[src/rtl/ips_pkg.sv]
package ips_pkg;

    // Ring geometry
    localparam int WINDOW = 16;
    localparam int IDX_W  = (WINDOW > 1) ? $clog2(WINDOW) : 1;
    localparam int CNT_W  = $clog2(WINDOW + 1);

    // Item field widths
    localparam int OP_W   = 2;
    localparam int DATA_W = 32;
    localparam int SCNT_W = 5;

    // Sum of up to WINDOW entries of DATA_W bits
    localparam int SUM_W  = DATA_W + CNT_W;

    // Opcodes
    localparam logic [OP_W-1:0] OP_CLEAR = 2'd0;
    localparam logic [OP_W-1:0] OP_START = 2'd1;
    localparam logic [OP_W-1:0] OP_STOP  = 2'd2;
    localparam logic [OP_W-1:0] OP_EVAL  = 2'd3;

    // Elapsed ticks with wrap rule; equal reads give all ones
    function automatic logic [DATA_W-1:0] wrap_span(
        input logic [DATA_W-1:0] from_t,
        input logic [DATA_W-1:0] to_t
    );
        logic [DATA_W-1:0] span;
        if (to_t > from_t)
        begin
            span = to_t - from_t;
        end
        else
        begin
            span = ~(from_t - to_t);
        end
        return span;
    endfunction

endpackage

[src/rtl/ips_event_if.sv]
interface ips_event_if
    import ips_pkg::*;
();
    logic              valid;
    logic              ready;
    logic [OP_W-1:0]   opcode;
    logic [DATA_W-1:0] timestamp;
    logic [DATA_W-1:0] calib_timestamp;

    modport source (output valid, output opcode, output timestamp,
                    output calib_timestamp, input ready);
    modport sink   (input valid, input opcode, input timestamp,
                    input calib_timestamp, output ready);
endinterface

[src/rtl/ips_stats_if.sv]
interface ips_stats_if
    import ips_pkg::*;
();
    logic              valid;
    logic              ready;
    logic [SCNT_W-1:0] sample_count;
    logic [DATA_W-1:0] min_time;
    logic [DATA_W-1:0] max_time;
    logic [DATA_W-1:0] mean_time;

    modport source (output valid, output sample_count, output min_time,
                    output max_time, output mean_time, input ready);
    modport sink   (input valid, input sample_count, input min_time,
                    input max_time, input mean_time, output ready);
endinterface

[src/rtl/ips_div.sv]
module ips_div
    import ips_pkg::*;
(
    input  logic              clk,
    input  logic              rst_n,
    input  logic              start,
    input  logic [SUM_W-1:0]  dividend,
    input  logic [CNT_W-1:0]  divisor,
    output logic              done,
    output logic [DATA_W-1:0] quotient
);

    localparam int STEP_W = $clog2(SUM_W + 1);

    logic              busy_reg;
    logic              done_reg;
    logic [STEP_W-1:0] step_reg;
    logic [CNT_W-1:0]  rem_reg;
    logic [SUM_W-1:0]  quo_reg;

    logic [CNT_W:0]    shifted;
    logic              fits;
    logic [CNT_W:0]    diff;

    // One quotient bit per cycle: shift in next dividend bit, trial subtract
    assign shifted = {rem_reg, quo_reg[SUM_W-1]};
    assign fits    = (shifted >= {1'b0, divisor});
    assign diff    = shifted - {1'b0, divisor};

    // Sequence control
    always_ff @(posedge clk or negedge rst_n)
    begin
        if (!rst_n)
        begin
            busy_reg <= 1'b0;
            done_reg <= 1'b0;
            step_reg <= '0;
        end
        else
        begin
            done_reg <= 1'b0;
            if (start)
            begin
                busy_reg <= 1'b1;
                step_reg <= '0;
            end
            else if (busy_reg)
            begin
                step_reg <= step_reg + 1'b1;
                if (step_reg == STEP_W'(SUM_W - 1))
                begin
                    busy_reg <= 1'b0;
                    done_reg <= 1'b1;
                end
            end
        end
    end

    // Remainder and quotient datapath
    always_ff @(posedge clk)
    begin
        if (start)
        begin
            rem_reg <= '0;
            quo_reg <= dividend;
        end
        else if (busy_reg)
        begin
            rem_reg <= fits ? diff[CNT_W-1:0] : shifted[CNT_W-1:0];
            quo_reg <= {quo_reg[SUM_W-2:0], fits};
        end
    end

    assign done     = done_reg;
    assign quotient = quo_reg[DATA_W-1:0];

endmodule

[src/rtl/interval_profiler_stats_core.sv]
// Clear and start items end on acceptance, stop items pass through S_STORE, and
// evaluate walks n entries (S_FETCH, S_ACC each), then the divider (S_DIV, S_WAIT)
// and S_FINISH, reached at once on an empty ring and held while an earlier result
// waits. Input ready is low while an item is in progress; one item at a time.
// Reset (rst_n, async, active low) clears statistics and control; the ring
// contents are undefined until written.
module interval_profiler_stats_core
    import ips_pkg::*;
(
    input  logic         clk,
    input  logic         rst_n,
    ips_event_if.sink    events,
    ips_stats_if.source  stats
);

    localparam logic [2:0] S_IDLE   = 3'd0;
    localparam logic [2:0] S_STORE  = 3'd1;
    localparam logic [2:0] S_FETCH  = 3'd2;
    localparam logic [2:0] S_ACC    = 3'd3;
    localparam logic [2:0] S_DIV    = 3'd4;
    localparam logic [2:0] S_WAIT   = 3'd5;
    localparam logic [2:0] S_FINISH = 3'd6;

    logic [2:0]        state_reg;
    logic [2:0]        state_next;

    logic [DATA_W-1:0] start_time_reg;
    logic [DATA_W-1:0] overhead_reg;
    logic [DATA_W-1:0] count_reg;
    logic [IDX_W-1:0]  wr_ptr_reg;
    logic [DATA_W-1:0] min_reg;
    logic [DATA_W-1:0] max_reg;
    logic [DATA_W-1:0] mean_reg;
    logic [CNT_W-1:0]  idx_reg;
    logic [CNT_W-1:0]  n_reg;
    logic [SUM_W-1:0]  sum_reg;
    logic [DATA_W-1:0] span_reg;
    logic [DATA_W-1:0] rd_data_reg;
    logic              out_valid_reg;
    logic [SCNT_W-1:0] out_count_reg;
    logic [DATA_W-1:0] out_min_reg;
    logic [DATA_W-1:0] out_max_reg;
    logic [DATA_W-1:0] out_mean_reg;

    logic [DATA_W-1:0] ring [WINDOW];

    logic              accept;
    logic              ring_we;
    logic [DATA_W-1:0] ring_wdata;
    logic [CNT_W-1:0]  n_now;
    logic              out_free;
    logic              div_start;
    logic              div_done;
    logic [DATA_W-1:0] div_quotient;

    assign accept     = events.valid && events.ready;
    assign ring_we    = (state_reg == S_STORE);
    assign ring_wdata = span_reg - overhead_reg;
    assign n_now      = (count_reg < DATA_W'(WINDOW)) ? count_reg[CNT_W-1:0]
                                                       : CNT_W'(WINDOW);
    assign out_free   = !out_valid_reg || stats.ready;
    assign div_start  = (state_reg == S_DIV);

    assign events.ready = (state_reg == S_IDLE);

    // Bit-serial divider for the mean
    ips_div u_div (
        .clk      (clk),
        .rst_n    (rst_n),
        .start    (div_start),
        .dividend (sum_reg),
        .divisor  (n_reg),
        .done     (div_done),
        .quotient (div_quotient)
    );

    // Sequencer next state
    always_comb
    begin
        state_next = state_reg;
        case (state_reg)
            S_IDLE:
            begin
                if (accept)
                begin
                    case (events.opcode)
                        OP_STOP: state_next = S_STORE;
                        OP_EVAL: state_next = (n_now == '0) ? S_FINISH : S_FETCH;
                        default: state_next = S_IDLE;
                    endcase
                end
            end
            S_STORE:  state_next = S_IDLE;
            S_FETCH:  state_next = S_ACC;
            S_ACC:    state_next = (idx_reg + 1'b1 == n_reg) ? S_DIV : S_FETCH;
            S_DIV:    state_next = S_WAIT;
            S_WAIT:   state_next = div_done ? S_FINISH : S_WAIT;
            S_FINISH: state_next = out_free ? S_IDLE : S_FINISH;
            default:  state_next = S_IDLE;
        endcase
    end

    // Control and statistics registers
    always_ff @(posedge clk or negedge rst_n)
    begin
        if (!rst_n)
        begin
            state_reg      <= S_IDLE;
            start_time_reg <= '0;
            overhead_reg   <= '0;
            count_reg      <= '0;
            wr_ptr_reg     <= '0;
            min_reg        <= '1;
            max_reg        <= '0;
            mean_reg       <= '0;
            idx_reg        <= '0;
            out_valid_reg  <= 1'b0;
        end
        else
        begin
            state_reg <= state_next;

            // Raise the result when loaded, drop it once taken
            if (state_reg == S_FINISH && out_free)
            begin
                out_valid_reg <= 1'b1;
            end
            else if (stats.valid && stats.ready)
            begin
                out_valid_reg <= 1'b0;
            end

            if (accept)
            begin
                case (events.opcode)
                    OP_CLEAR:
                    begin
                        start_time_reg <= '0;
                        overhead_reg   <= '0;
                        count_reg      <= '0;
                        wr_ptr_reg     <= '0;
                        min_reg        <= '1;
                        max_reg        <= '0;
                        mean_reg       <= '0;
                    end
                    OP_START:
                    begin
                        if (overhead_reg == '0)
                        begin
                            overhead_reg <= wrap_span(events.timestamp,
                                                      events.calib_timestamp);
                        end
                        start_time_reg <= events.timestamp;
                    end
                    OP_EVAL:
                    begin
                        idx_reg <= '0;
                        if (n_now == '0)
                        begin
                            mean_reg <= '0;
                        end
                    end
                    default:
                    begin
                        idx_reg <= idx_reg;
                    end
                endcase
            end

            // Advance the write slot; restart it after the last slot or when the count wraps
            if (ring_we)
            begin
                count_reg <= count_reg + 1'b1;
                if (count_reg == '1 || wr_ptr_reg == IDX_W'(WINDOW - 1))
                begin
                    wr_ptr_reg <= '0;
                end
                else
                begin
                    wr_ptr_reg <= wr_ptr_reg + 1'b1;
                end
            end

            // Fold one entry into min and max and step the walk index
            if (state_reg == S_ACC)
            begin
                if (rd_data_reg > max_reg)
                begin
                    max_reg <= rd_data_reg;
                end
                if (rd_data_reg < min_reg)
                begin
                    min_reg <= rd_data_reg;
                end
                idx_reg <= idx_reg + 1'b1;
            end

            if (state_reg == S_WAIT && div_done)
            begin
                mean_reg <= div_quotient;
            end
        end
    end

    // Datapath registers
    always_ff @(posedge clk)
    begin
        if (accept && events.opcode == OP_STOP)
        begin
            span_reg <= wrap_span(start_time_reg, events.timestamp);
        end
        if (accept && events.opcode == OP_EVAL)
        begin
            n_reg   <= n_now;
            sum_reg <= '0;
        end
        if (state_reg == S_ACC)
        begin
            sum_reg <= sum_reg + SUM_W'(rd_data_reg);
        end
        if (state_reg == S_FINISH && out_free)
        begin
            out_count_reg <= SCNT_W'(n_reg);
            out_min_reg   <= min_reg;
            out_max_reg   <= max_reg;
            out_mean_reg  <= mean_reg;
        end
    end

    // Interval ring: one write port, registered read
    always_ff @(posedge clk)
    begin
        if (ring_we)
        begin
            ring[wr_ptr_reg] <= ring_wdata;
        end
        rd_data_reg <= ring[idx_reg[IDX_W-1:0]];
    end

    assign stats.valid        = out_valid_reg;
    assign stats.sample_count = out_count_reg;
    assign stats.min_time     = out_min_reg;
    assign stats.max_time     = out_max_reg;
    assign stats.mean_time    = out_mean_reg;

endmodule

[src/flat_wrapper.sv]
// flat-port wrapper written by rule: the top's interface ports become plain ports
module interval_profiler_stats_core_flat import ips_pkg::*;
  (clk, rst_n, events_valid, events_opcode, events_timestamp, events_calib_timestamp, events_ready, stats_valid, stats_sample_count, stats_min_time, stats_max_time, stats_mean_time, stats_ready);
  ips_event_if events_i ();
  ips_stats_if stats_i ();
  input  logic clk;
  input  logic rst_n;
  input wire logic [$bits(events_i.valid)-1:0] events_valid;
  input wire logic [$bits(events_i.opcode)-1:0] events_opcode;
  input wire logic [$bits(events_i.timestamp)-1:0] events_timestamp;
  input wire logic [$bits(events_i.calib_timestamp)-1:0] events_calib_timestamp;
  output wire logic [$bits(events_i.ready)-1:0] events_ready;
  output wire logic [$bits(stats_i.valid)-1:0] stats_valid;
  output wire logic [$bits(stats_i.sample_count)-1:0] stats_sample_count;
  output wire logic [$bits(stats_i.min_time)-1:0] stats_min_time;
  output wire logic [$bits(stats_i.max_time)-1:0] stats_max_time;
  output wire logic [$bits(stats_i.mean_time)-1:0] stats_mean_time;
  input wire logic [$bits(stats_i.ready)-1:0] stats_ready;
  assign events_i.valid = events_valid;
  assign events_i.opcode = events_opcode;
  assign events_i.timestamp = events_timestamp;
  assign events_i.calib_timestamp = events_calib_timestamp;
  assign events_ready = events_i.ready;
  assign stats_valid = stats_i.valid;
  assign stats_sample_count = stats_i.sample_count;
  assign stats_min_time = stats_i.min_time;
  assign stats_max_time = stats_i.max_time;
  assign stats_mean_time = stats_i.mean_time;
  assign stats_i.ready = stats_ready;
  interval_profiler_stats_core u_core (.clk(clk), .rst_n(rst_n), .events(events_i), .stats(stats_i));
endmodule
[config.mk]
export PLATFORM = sky130hd
export DESIGN_NAME = interval_profiler_stats_core_flat
export DESIGN_NICKNAME = d
export VERILOG_FILES = /design/src/rtl/ips_pkg.sv /design/src/rtl/ips_event_if.sv /design/src/rtl/ips_stats_if.sv /design/src/rtl/ips_div.sv /design/src/rtl/interval_profiler_stats_core.sv /design/src/flat_wrapper.sv
export SDC_FILE = /design/constraint.sdc
export NUM_CORES = 2
export LEC_CHECK = 0
export ABC_CLOCK_PERIOD_IN_PS = 15600
export BUFFER_PORTS_ARGS = -buffer_cell sky130_fd_sc_hd__buf_2
export CORE_ASPECT_RATIO = 0.8
export CORE_MARGIN = 2
export CORE_UTILIZATION = 50
export DETAILED_ROUTE_END_ITERATION = 8
export PLACE_DENSITY_LB_ADDON = 0.3
export SETUP_SLACK_MARGIN = 0.2
export SYNTH_ARGS = -nofsm -noshare
export SYNTH_HDL_FRONTEND = slang
export SYNTH_SLANG_ARGS = --single-unit
[constraint.sdc]
create_clock -name clk -period 15.6 [get_ports clk]
set_clock_uncertainty 0.1 [all_clocks]
set_input_delay 3.9 -clock clk [delete_from_list [all_inputs] [get_ports clk]]
set_output_delay 3.9 -clock clk [all_outputs]
set_load 0.05 [all_outputs]
# After elaboration in Yosys (flattened, before gate mapping)
# Memories as Yosys holds them, arrays and structs flattened. A register that Yosys moved wholly into a read port is not among the register bits.
# Index checks and enable logic that the tools add are counted.
# word_totals
reg_bits	430
latchBits	0
ramBits	512
romBits	0
in_bits	70
out_inout_bits	103
wordCells	138
n_memories	1
# mem_list
memory	depth	word_bits	rd	rd_ports_with_merged_regs	write_ports	line_no	rtl
u_core.ring	16	32	1	1	1	interval_profiler_stats_core.sv:45	logic [DATA_W-1:0] ring [WINDOW];
# classes
n_addsub	11
n_mul	0
div_mod_pow	0
n_lt_le_gt_ge	6
eq_ne	16
shift	0
muxes	52
bitwise	2
reduce_logical	28
# op_table
operator	n
2-to-1 mux 32 bit	17
case mux 32 bit (2 select lines)	3
subtractor 32 bit	5
2-to-1 mux 37 bit	4
> comparator 32 bit	3
NOT 32 bit	2
adder 37 x 32 -> 37 bit	1
adder 32 x 1 -> 32 bit, second input constant	1
equality test 32 bit, second input constant	1
logical NOT 32 bit	1
< comparator 32 bit	1
< comparator 32 x 5 -> 1 bit, second input constant	1
2-to-1 mux 5 bit	5
case mux 3 bit (6 select lines)	1
nonzero test 2 bit	9
2-to-1 mux 4 bit	4
2-to-1 mux 3 bit	4
2-to-1 mux 6 bit	2
2-to-1 mux 1 bit	10
equality test 3 bit, second input constant	3
adder 6 x 1 -> 6 bit, second input constant	1
equality test 3 x 2 -> 1 bit, second input constant	2
equality test 6 bit, second input constant	1
>= comparator 6 x 5 -> 1 bit	1
22 further kinds	32

# Logic depth before layout (Yosys ltp)
# logic_depth
word_depth	7
depth_mapped	16

# Hierarchy
# Synthesis repeated with hierarchy kept, for this count alone.
# unflattened
hier_cells	3662
area_unflattened_um2	47928.5
# by_module_without_submodules
mod	instances	cells_per_inst	area_each_um2
interval_profiler_stats_core	1	3458	45309.7
ips_div	1	204	2618.8

# Worst setup path before layout
# No wires, ideal clock.
# synth_timing
path_type	input to register
startpoint	in stats_ready
endpoint	reg u_core.out_max_reg[0] (netlist: u_core.stats.max_time[0]), enable pin
setup_time_ns	0.685
arrival_ns	10.793
t_required_ns	14.815
setup_slack_ns	4.022
path_stages	2
n_path_buf	0
path_cell_list	nor2b_1 nor3_1
# synth_between
elab_chain_len	2
# synth_rtl
element	line_no	rtl
from (decl)	flat_wrapper.sv:18	input wire logic [$bits(stats_i.ready)-1:0] stats_ready;
logical OR 1 bit	interval_profiler_stats_core.sv:61	assign out_free = !out_valid_reg || stats.ready;
logical AND 1 bit	interval_profiler_stats_core.sv:221	if (state_reg == S_FINISH && out_free)
to (signal assigned)	interval_profiler_stats_core.sv:225	out_max_reg <= max_reg;
to (decl)	interval_profiler_stats_core.sv:42	logic [DATA_W-1:0] out_max_reg;
# Every way passes these cells.
# A chain may end at the register's enable or synchronous reset.

# Worst setup path after layout
# layout_timing
startpoint	in events_calib_timestamp[5]
endpoint	reg u_core.overhead_reg[23]
# layout_between
elab_chain_len	5
elab_cells_between_ends	7
classes_between	add/sub: 2; order compare: 1; mux: 3; bitwise: 1
# layout_rtl
element	line_no	rtl
from (decl)	flat_wrapper.sv:11	input wire logic [$bits(events_i.calib_timestamp)-1:0] events_calib_timestamp;
subtractor 32 bit	ips_pkg.sv:34	span = ~(from_t - to_t);
NOT 32 bit	ips_pkg.sv:34	
2-to-1 mux 32 bit (*)	ips_pkg.sv:28	if (to_t > from_t)
2-to-1 mux 32 bit (*)	interval_profiler_stats_core.sv:148	if (overhead_reg == '0)
case mux 32 bit (2 select lines) (*)	interval_profiler_stats_core.sv:135	case (events.opcode)
to (signal assigned)	interval_profiler_stats_core.sv:150	overhead_reg <= wrap_span(events.timestamp,
to (decl)	interval_profiler_stats_core.sv:28	logic [DATA_W-1:0] overhead_reg;
# Every way passes the cells marked *; elsewhere a longest branch is shown, timed or not. The select of a mux whose other input is x is not followed.

==> flow_summary.toml <==
[sta]
min_period_ns = 7.16
slew_headroom = 0.0621
rsz0062_at_grt = "false"
finalMaxSlewViolations = 0
setup_slack_ns = 8.44
setup_viol_count_final = 0
worstMarginPinSlew_ns = 1.41
hold_viol_final = 0
clock.fmax_mhz = 140
setup_tns_ns = 0
fin_crit_sh = 0.459

[grt]
grt_usage = 0.235
grt_max_degree = 113
grt_pass1_vias = 28910
grt_pass1_wl_mm = 175
antenna_found_initial = 3
overflow = 0

[run]
cap_violations = 0

[layout]
final_cell_mix = "edfxtp_1 (724), ha_1 (271), inv_1 (255), a21oi_1 (217), nand2_1 (186)"
largest_reg_flops = 512
seqCellArea_um2 = 27900
final_common_cell = "edfxtp_1"
final_cell_area_um2 = 53100
layoutNonFillerInstCount = 5051
synthToLayoutAreaGrowth_pct = 11.5
drive_gt1_frac = 0.189
nFillCells = 7538
nNetsFinal = 4081
multi_input_area_um2 = 18300

[clock_tree]
cts_tree = "yes"
clk-insertion-delay-late_ns = 0.67
clock-sinks = 974
cts_buffer_depth = 3
cts_made_buffers = 95
postCtsSetupRepairBufs = 0
cts-resized-gates = 0
htreeDepth = 3
clk_pin_slew_ns = 0.06
root_buffer = "clkbuf_16"
hold_buffers = 0

[routing]
drc = 0
antenna_left = 0
wl_met1_mm = 50.6
drtIter0Drc = 2935
highest_layer = "met4"
drtPass1Iterations = 8
wl_met2_mm = 53.2
wirelength_mm = 115
viasPerCell = 5.94
num_vias = 29979
wl_per_cell_um = 22.7
wl_met3_mm = 8.09

[logic_synthesis]
mappedNetlistArea_um2 = 47600
synth_fp_nets = 3912
ys_types = 79
avgSynthCellArea_um2 = 13.4
ys_ff_latch = 974
ys.flop_type = "edfxtp_1"
ys_seq_area_frac = 0.585
netlist_instances = 3564
synth_edf_count = 724
ys_warn_count = 0
async_reset_ff_frac = 0.219

[worst_setup_path]
setup.worst_path.end_class = "flop"
crit_top_cell = "a21oi_1"
start_kind = "input port"
crit_type = "in2reg"
critPathMaxFanout = 36
cp_top_family = "compound AO/OA/AOI/OAI gates"
path_cells = "buf_2, inv_1, ha_1, nand2_1, o31ai_2, a22oi_1, a21oi_1, a21oi_2, o21ai_4, buf_4, a2111oi_0, a21oi_1, xor2_1, o22ai_1"
max_stage_delay_ns = 0.51
crit_arrival_ns = 7.56
cp_num_buf_inv = 3
required_ns = 15.99
critPathSlowestCell = "ha_1"

[run_status]
status = "complete, no violations"

[min_path]
min_path_type = "reg2reg"

[die]
dieArea_um2 = 97700
core_um2 = 94700
io_pins = 173
rows = 101
start_util = 0.503
die_x_um = 349
die_y_um = 280

[placed_design]
io_buffers = 172
place_ws_ns = 7.82
dpl.hpwl_mm = 76.4
gp_congestion = 0.941
place_inst = 4871
postPlaceCellArea_um2 = 49900

[power]
power_density_nw_per_um2 = 204
cellLeakagePower_nw = 20.4
total_power_mw = 10.8
peakVddDrop_uv = 111
-- through the flow --
step / hold WS, ns / utilization
after detailed placement: 0.338 / 0.527
after global routing: 0.362 / 0.561
after global placement: 0.338 / 0.527
final: 0.357 / 0.561
after CTS: 0.360 / 0.561
after floorplan: 0.325 / -
-- final timing paths --
path                                                 from                  endpoint  slack, ns  cells after the start
worst max-delay path            events_calib_timestamp[5]   u_core.overhead_reg[23]       8.44                     14
worst min-delay path                    u_core.max_reg[9]  u_core.stats.max_time[9]       0.36                      0
worst max register to register     u_core.overhead_reg[0]        u_core.ring[0][28]      10.64                     12
worst min register to register          u_core.max_reg[9]  u_core.stats.max_time[9]       0.36                      0
max in group asynchronous                           rst_n         u_core.idx_reg[0]      10.00                      3
min in group asynchronous                           rst_n        u_core.max_reg[13]       3.17                      1
-- routing by layer --
layer | GRT usage | up-vias
met3 | 0.0361 | 185
met2 | 0.374 | 1131
met4 | 0.0637 | 0
met1 | 0.337 | 14880
met5 | 0 | -
li1 | - | 13783
-- logic make-up after synthesis --
logic type / share of synthesized area
buffers and inverters: 0.0334
and+or+nand+nor: 0.0713
adders and majority gates: 0.0742
xor gates and xnor gates: 0.0237
muxes: 0.106
DFF: 0.585
AOI/OAI and AO/OA: 0.107
-- power breakdown --
| part | switching [mW] | leakage [nW] | internal, mW |
|---|---|---|---|
| clock network | 0.996 | 1.51 | 1.32 |
| registers | 0.416 | 9.58 | 3.89 |
| logic | 2.58 | 9.31 | 1.64 |
| total | 3.99 | 20.4 | 6.85 |
-- cell usage after synthesis (24+ instances only) --
cell,instances,area (um2)
edfxtp_1,724,21700
ha_1,271,3390
inv_1,255,957
a21oi_1,217,1090
nand2_1,187,702
nor2_1,182,683
dfrtp_1,181,4530
mux4_2,160,3600
o21ai_0,144,721
clkbuf_1,105,394
a21o_1,96,721
mux2_2,96,1080
nand3_1,79,395
xnor2_1,76,666
a22o_1,68,596
xor2_1,53,464
nand4_1,46,288
dfxtp_1,37,741
nor3_1,36,180
mux2i_1,34,340
and2_1,32,200
dfstp_2,32,841
nor2b_1,30,188
o21a_1,30,225
a211oi_1,28,210
and3_1,28,175
o22ai_1,27,169
nand2b_1,25,156
buf_2,24,120
-- worst reg2reg max path: stages, from the launching register on --
cell	delay (ns)
dfrtp_1	0.43
ha_1	0.29
fa_1	0.47
nor2b_1	0.16
o31a_1	0.22
o211ai_1	0.20
a2111oi_0	0.79
nor2_1	0.19
o211ai_1	0.32
nor3_1	0.11
o21bai_1	0.16
a21oi_1	0.10
xnor2_1	1.02
-- area by class of cell --
cell class	instances	share of cell area
tap	1236	0.0291
inverter	256	0.0181
timing repair buffer	226	0.0243
clock buffer	130	0.0500
clock inverter	47	0.00957
multi-input combinational	2180	0.344
sequential	974	0.525
antenna	2	0.0000943
(Power assumes the default switching activity.)
